<file path="config.mk">
export PLATFORM = sky130hd
export DESIGN_NAME = sctl_ctrl
export DESIGN_NICKNAME = d
export VERILOG_FILES = /design/src/rtl/sctl_pkg.sv /design/src/rtl/sctl_ctrl.sv
export SDC_FILE = /design/constraint.sdc
export NUM_CORES = 1
export LEC_CHECK = 0
export BUFFER_PORTS_ARGS = -buffer_cell sky130_fd_sc_hd__clkbuf_2
export CAP_MARGIN = 25
export CORE_AREA = 5 5 42 44
export DETAILED_ROUTE_END_ITERATION = 12
export DIE_AREA = 0 0 47 49
export PLACE_DENSITY = 0.33
export SYNTH_ARGS = -nofsm -noshare
export SYNTH_HDL_FRONTEND = slang
export SYNTH_SLANG_ARGS = --single-unit
</file>
<file path="constraint.sdc">
create_clock -name clk -period 3.3 [get_ports clk]
set_input_delay 0.33 -clock clk [delete_from_list [all_inputs] [get_ports clk]]
set_output_delay 0.33 -clock clk [all_outputs]
set_load 0.03 [all_outputs]
</file>
<file path="src/rtl/sctl_pkg.sv">
// shared types and constants for the set associative cache tag lookup
// no dependencies

package sctl_pkg;

    localparam int ADDR_BITS    = 48;
    localparam int NUM_SETS_DEF = 1024;
    localparam int NUM_WAYS_DEF = 16;
    localparam int CFG_ADDR_W   = 4;
    localparam int IDX_W        = 15;

    localparam logic [15:0] LFSR_SEED = 16'hACE1;
    localparam logic [15:0] LFSR_TAPS = 16'hB400;

    localparam logic [1:0] REG_OFFSET = 2'd0;
    localparam logic [1:0] REG_INDEX  = 2'd1;
    localparam logic [1:0] REG_POLICY = 2'd2;

    localparam logic POLICY_LRU    = 1'b0;
    localparam logic POLICY_RANDOM = 1'b1;

    localparam logic [3:0] OFFSET_RST = 4'd6;
    localparam logic [3:0] INDEX_RST  = 4'd7;

    typedef struct packed {
        logic [ADDR_BITS-1:0] address;
        logic                 is_write;
    } req_t;

    typedef struct packed {
        logic        hit;
        logic [3:0]  way;
        logic        evicted;
        logic [31:0] miss_total;
        logic [31:0] read_miss_total;
        logic [31:0] write_miss_total;
    } rsp_t;

    typedef struct packed {
        logic [3:0] offset_bits;
        logic [3:0] index_bits;
        logic       policy;
    } cfg_t;

    typedef struct packed {
        logic clear;
        logic capture;
        logic split;
        logic index;
        logic update;
    } cmd_t;

    typedef struct packed {
        logic clear_last;
    } stat_t;

    function automatic logic [15:0] lfsr_step(input logic [15:0] v);
        logic [15:0] n;
        n = v >> 1;
        if (v[0])
        begin
            n = n ^ LFSR_TAPS;
        end
        return n;
    endfunction

endpackage

</file>
<file path="src/rtl/sctl_ctrl.sv">
// controller state machine for the tag lookup
// depends on sctl_pkg

module sctl_ctrl (
    input  logic           clk,
    input  logic           rst_n,
    input  logic           in_valid,
    output logic           in_ready,
    output logic           out_valid,
    input  logic           out_ready,
    input  sctl_pkg::stat_t stat,
    output sctl_pkg::cmd_t  cmd
);

    typedef enum logic [2:0] {
        S_CLEAR,
        S_IDLE,
        S_SPLIT,
        S_READ,
        S_UPDATE
    } state_t;

    state_t state_reg;
    logic   out_valid_reg;
    logic   slot_free;

    assign slot_free = !out_valid_reg || out_ready;

    always_comb
    begin
        cmd         = '0;
        cmd.clear   = (state_reg == S_CLEAR);
        cmd.capture = (state_reg == S_IDLE) && in_valid;
        cmd.split   = (state_reg == S_SPLIT);
        cmd.index   = (state_reg == S_READ);
        cmd.update  = (state_reg == S_UPDATE) && slot_free;
    end

    assign in_ready  = (state_reg == S_IDLE);
    assign out_valid = out_valid_reg;

    always_ff @(posedge clk or negedge rst_n)
    begin
        if (!rst_n)
        begin
            state_reg     <= S_CLEAR;
            out_valid_reg <= 1'b0;
        end
        else
        begin
            if ((state_reg == S_UPDATE) && slot_free)
            begin
                out_valid_reg <= 1'b1;
            end
            else if (out_ready)
            begin
                out_valid_reg <= 1'b0;
            end
            unique case (state_reg)
                S_CLEAR:
                begin
                    if (stat.clear_last)
                    begin
                        state_reg <= S_IDLE;
                    end
                end
                S_IDLE:
                begin
                    if (in_valid)
                    begin
                        state_reg <= S_SPLIT;
                    end
                end
                S_SPLIT:
                begin
                    state_reg <= S_READ;
                end
                S_READ:
                begin
                    state_reg <= S_UPDATE;
                end
                S_UPDATE:
                begin
                    if (slot_free)
                    begin
                        state_reg <= S_IDLE;
                    end
                end
                default:
                begin
                    state_reg <= S_CLEAR;
                end
            endcase
        end
    end

endmodule

</file>
; Word-level counts from Yosys, hierarchy flattened
; Index checks and enable logic that the tools add are counted.
; W data, S select, Z words.
[word_totals]
ff_bits = 4
in_bits = 5
out_inout_bits = 7
elab_cells = 22
[classes]
n_eq_ne = 7
muxes = 6
n_reduce_logical = 7
[ops]
columns = op, n
row1 = $pmux W3 S5, 1
row2 = $mux W3, 3
row3 = $eq A3 B2 Y1 const B, 2
row4 = $ne A2 B2 Y1 const B, 3
row5 = $eq A3 B1 Y1 const B, 1
row6 = $eq A3 B3 Y1 const B, 1
row7 = $logic_not A3 Y1, 1
row8 = $reduce_and A3 Y1, 1
row9 = $logic_and A1 B1 Y1, 2
row10 = $mux W1, 2
row11 = $reduce_bool A2 Y1, 1
row12 = $logic_not A1 Y1, 1
row13 = $logic_or A1 B1 Y1, 1

; Logic depth before layout (Yosys ltp)
[depth]
depth_word = 4
depth_mapped = 3
ltp_nobuf = 3

; Worst setup path after synthesis
; OpenSTA, ideal clock, no wires.
[synth_path]
path_type = register to output
startpoint = register state_reg[1]
endpoint = output port cmd[3] (netlist bit)
arrival_time_ps = 1640
required_ps = 2970
slack_ps = 1330
path_stages_with_launch = 3
n_path_buf = 0
cell_sequence = dfrtp_1 > nor3b_1 > and2_1
[synth_lines]
columns = item, line
row1 = from (decl), sctl_ctrl.sv:23  ; state_t state_reg;
row2 = from (signal assigned), sctl_ctrl.sv:46  ; state_reg <= S_CLEAR;
row3 = from (signal assigned), sctl_ctrl.sv:64  ; state_reg <= S_IDLE;
row4 = from (signal assigned), sctl_ctrl.sv:71  ; state_reg <= S_SPLIT;
row5 = to (decl), sctl_ctrl.sv:12  ; output sctl_pkg::cmd_t cmd

==> results.md <==
* Pre-antenna DRT Iters at 2
* Register area share after synthesis at a little under half
* Gates resized, CTS repair at 0
* Non-filler instance count after layout at ~50
* Final period utilization at between 50 and 60%
* Clock-pin slew on the worst setup and hold paths at about 40 ps
* DRC viols at 0
* CTS tree: built
* CP Data Arrival Time at about 1300 ps
* Die width at around 47 um
* Cell Pwr Density at between 1000 and 1500 mW/mm^2
* H-tree depth at 1
* R2r setup slk at between 2000 and 2500 ps
* GRT Util Overall at 6.08%
* Post-Route Setup TNS at 0 ps
* Commonest non-fill, non-tap cells in the layout: 11 x clkbuf_2, 4 x dfrtp_1, 3 x clkbuf_4
* Routed Antenna Nets at 0
* Num CTS Buffers at 3
* CP Launch Type: flop
* Cell taking the most area after synthesis: dfrtp_1
* WP data required at between 2000 and 3000 ps
* First-pass GRT wire length at around 900 um
* Max reg flops at 3
* Filler instances at 170
* RSZ-0062 raised after global routing: no
* Multi-input logic area at ~110 um^2
* Yosys cell types at 14
* Pin count of the biggest net entering global routing at 9
* RePlAce Congestion at around 0.64
* Outcome: completed
* Yosys synthesis warning count at 0
* Hold slack at roughly 380 ps
* Inst Count DP at between 40 and 50
* Core Region at 0.00140 mm^2
* Max Clock Freq at 0.606 GHz
* Final slew viol count at 0
* Worst setup EP type: primary output
* GRT overflow at 0
* Area grow syn2layout at 50.6%
* Sink Count at 4
* Worst slew pin tran at ~240 ps
* MaxCap Viol Count at 0
* Hold WC Path Type: primary input to flop
* Fin. Hold Viols at 0
* Die ar. at about 0.0023 mm^2
* Post-DR vias/cell at just under 4
* Synth Cell Area at approximately 210 um^2
* Initial Utilization at ~15%
* Clock Latency Late Sink at between 200 and 250 ps
* Vias in the first global route at between 200 and 250
* Clk root buf: clkbuf_4
* Ranking of synthesized cells by area: dfrtp_1 47%, nor3b_1 7.1%, nand2b_4 6.5%, and3_4 5.3%, and3b_2 4.7%
* Leakage power at approximately 0.17 nW
* Worst Clk Skew at between 0.2 and 0.25 ps
* Minimum clock period at ~1700 ps
* Routed WL at just over 500 um
* Num rows at 14
* Syn_area_per_cell at around 11 um^2
* Mapped Nets at 25
* Layout cells sized above 1 at about 54%
* Slew HR at 83.9%
* Total setup buffers inserted after CTS at 0
* IO buf count at 11
* Synth top area share at between 40 and 50%
* # IOs at 12
* Via Count at between 150 and 200
* Seq cells post-synth at 4
* CTS max path bufs at 2
* Routed wire length per instance at between 9 and 10 um
* Peak supply drop at 0.293 mV
* Max Fanout on Critical Path at 7
* Most common cell after layout, fill and taps aside: clkbuf_2
* Die Ht at slightly below 50 um
* Initial antenna violation count at 0
* Mapped Cells at 20
* Critical path class: flop to primary output
* Antenna diodes at 0
* Initial DRC Count at 1
* Fin nets at 42
* Setup violators final at 0
* Register Area at ~100 um^2
==> layout make-up <==
type / count / area share [%]
Tap cell: 16 / 6.25
Timing Repair Buffer: 12 / 20.3
Clock buffer: 3 / 7.03
Sequential cell: 4 / 31.3
Multi-Input combinational cell: 16 / 35.2
==> logic make-up (layout without fill, tap and decap cells) <==
kind of cell | count (synthesis) | after routing | share of synthesized area [%]
buffers and inverters | 0 | 15 | 0
AO/OA/AOI/OAI | 1 | 1 | 3.53
flip-flops | 4 | 4 | 47.1
AND/OR/NAND/NOR | 15 | 15 | 49.4
==> per-layer routing <==
layer / vias to the layer above / global-route usage (%) / share of wire [%] / wire, um
li1: 100 / - / - / -
met1: 90 / 6.46 / 41 / 205
met2: 8 / 7.01 / 50 / 252
met3: 0 / 4.06 / 9.3 / 47
met4: 0 / 6.91 / 0 / 0
met5: - / 0 / 0 / 0
==> cells in the mapped netlist, drive strengths merged <==
cell	instances
nor3	2
nand2	2
and3	1
dfrtp	4
nand2b	1
nor3b	2
and2	1
nor4b	1
o21bai	1
nor2	2
or3	1
and3b	1
or2	1
==> stage by stage <==
step                worst slack [ps]  util, %  instance area, um^2  total power [mW]
floorplan                       1330        -                  213             0.229
global placement                1920     20.5                  288             0.281
detailed placement              1880     20.5                  288             0.281
CTS                             1620     22.9                  320             0.345
global route                    1540     22.9                  320             0.368
finish                          1650     22.9                  320             0.338
==> critical path, cell delays in order, from the launching register on <==
cell and delay, ps:
dfrtp_1 440, nor3b_1 270, and2_1 170, clkbuf_2 200
==> final timing paths <==
| check | start | endpoint | cells after the start |
|---|---|---|---|
| max reg2reg | state_reg[0]$_DFFE_PN0P_ | state_reg[1]$_DFFE_PN0P_ | 3 |
| max | state_reg[1]$_DFFE_PN0P_ | cmd[3] | 3 |
| min reg2reg | out_valid$_DFFE_PN0P_ | out_valid$_DFFE_PN0P_ | 2 |
| max in group asynchronous | rst_n | state_reg[0]$_DFFE_PN0P_ | 2 |
| min in group asynchronous | rst_n | state_reg[1]$_DFFE_PN0P_ | 2 |
| min | out_ready | out_valid$_DFFE_PN0P_ | 3 |
==> power by group <==
part / leakage (nW) / internal (mW) / switching (mW)
Sequential: 0.0520 / 0.0693 / 0.0334
Combinational: 0.102 / 0.0650 / 0.110
Clock: 0.0138 / 0.0406 / 0.0192
Total: 0.167 / 0.175 / 0.163
==> repair_timing <==
item                                    in CTS  in global routing
hold buffers                                 1                  0
endpoints found under the hold margin        4                  0
endpoints found under the setup margin       0                  0
No activity file was read; power rests on OpenSTA's default activity.
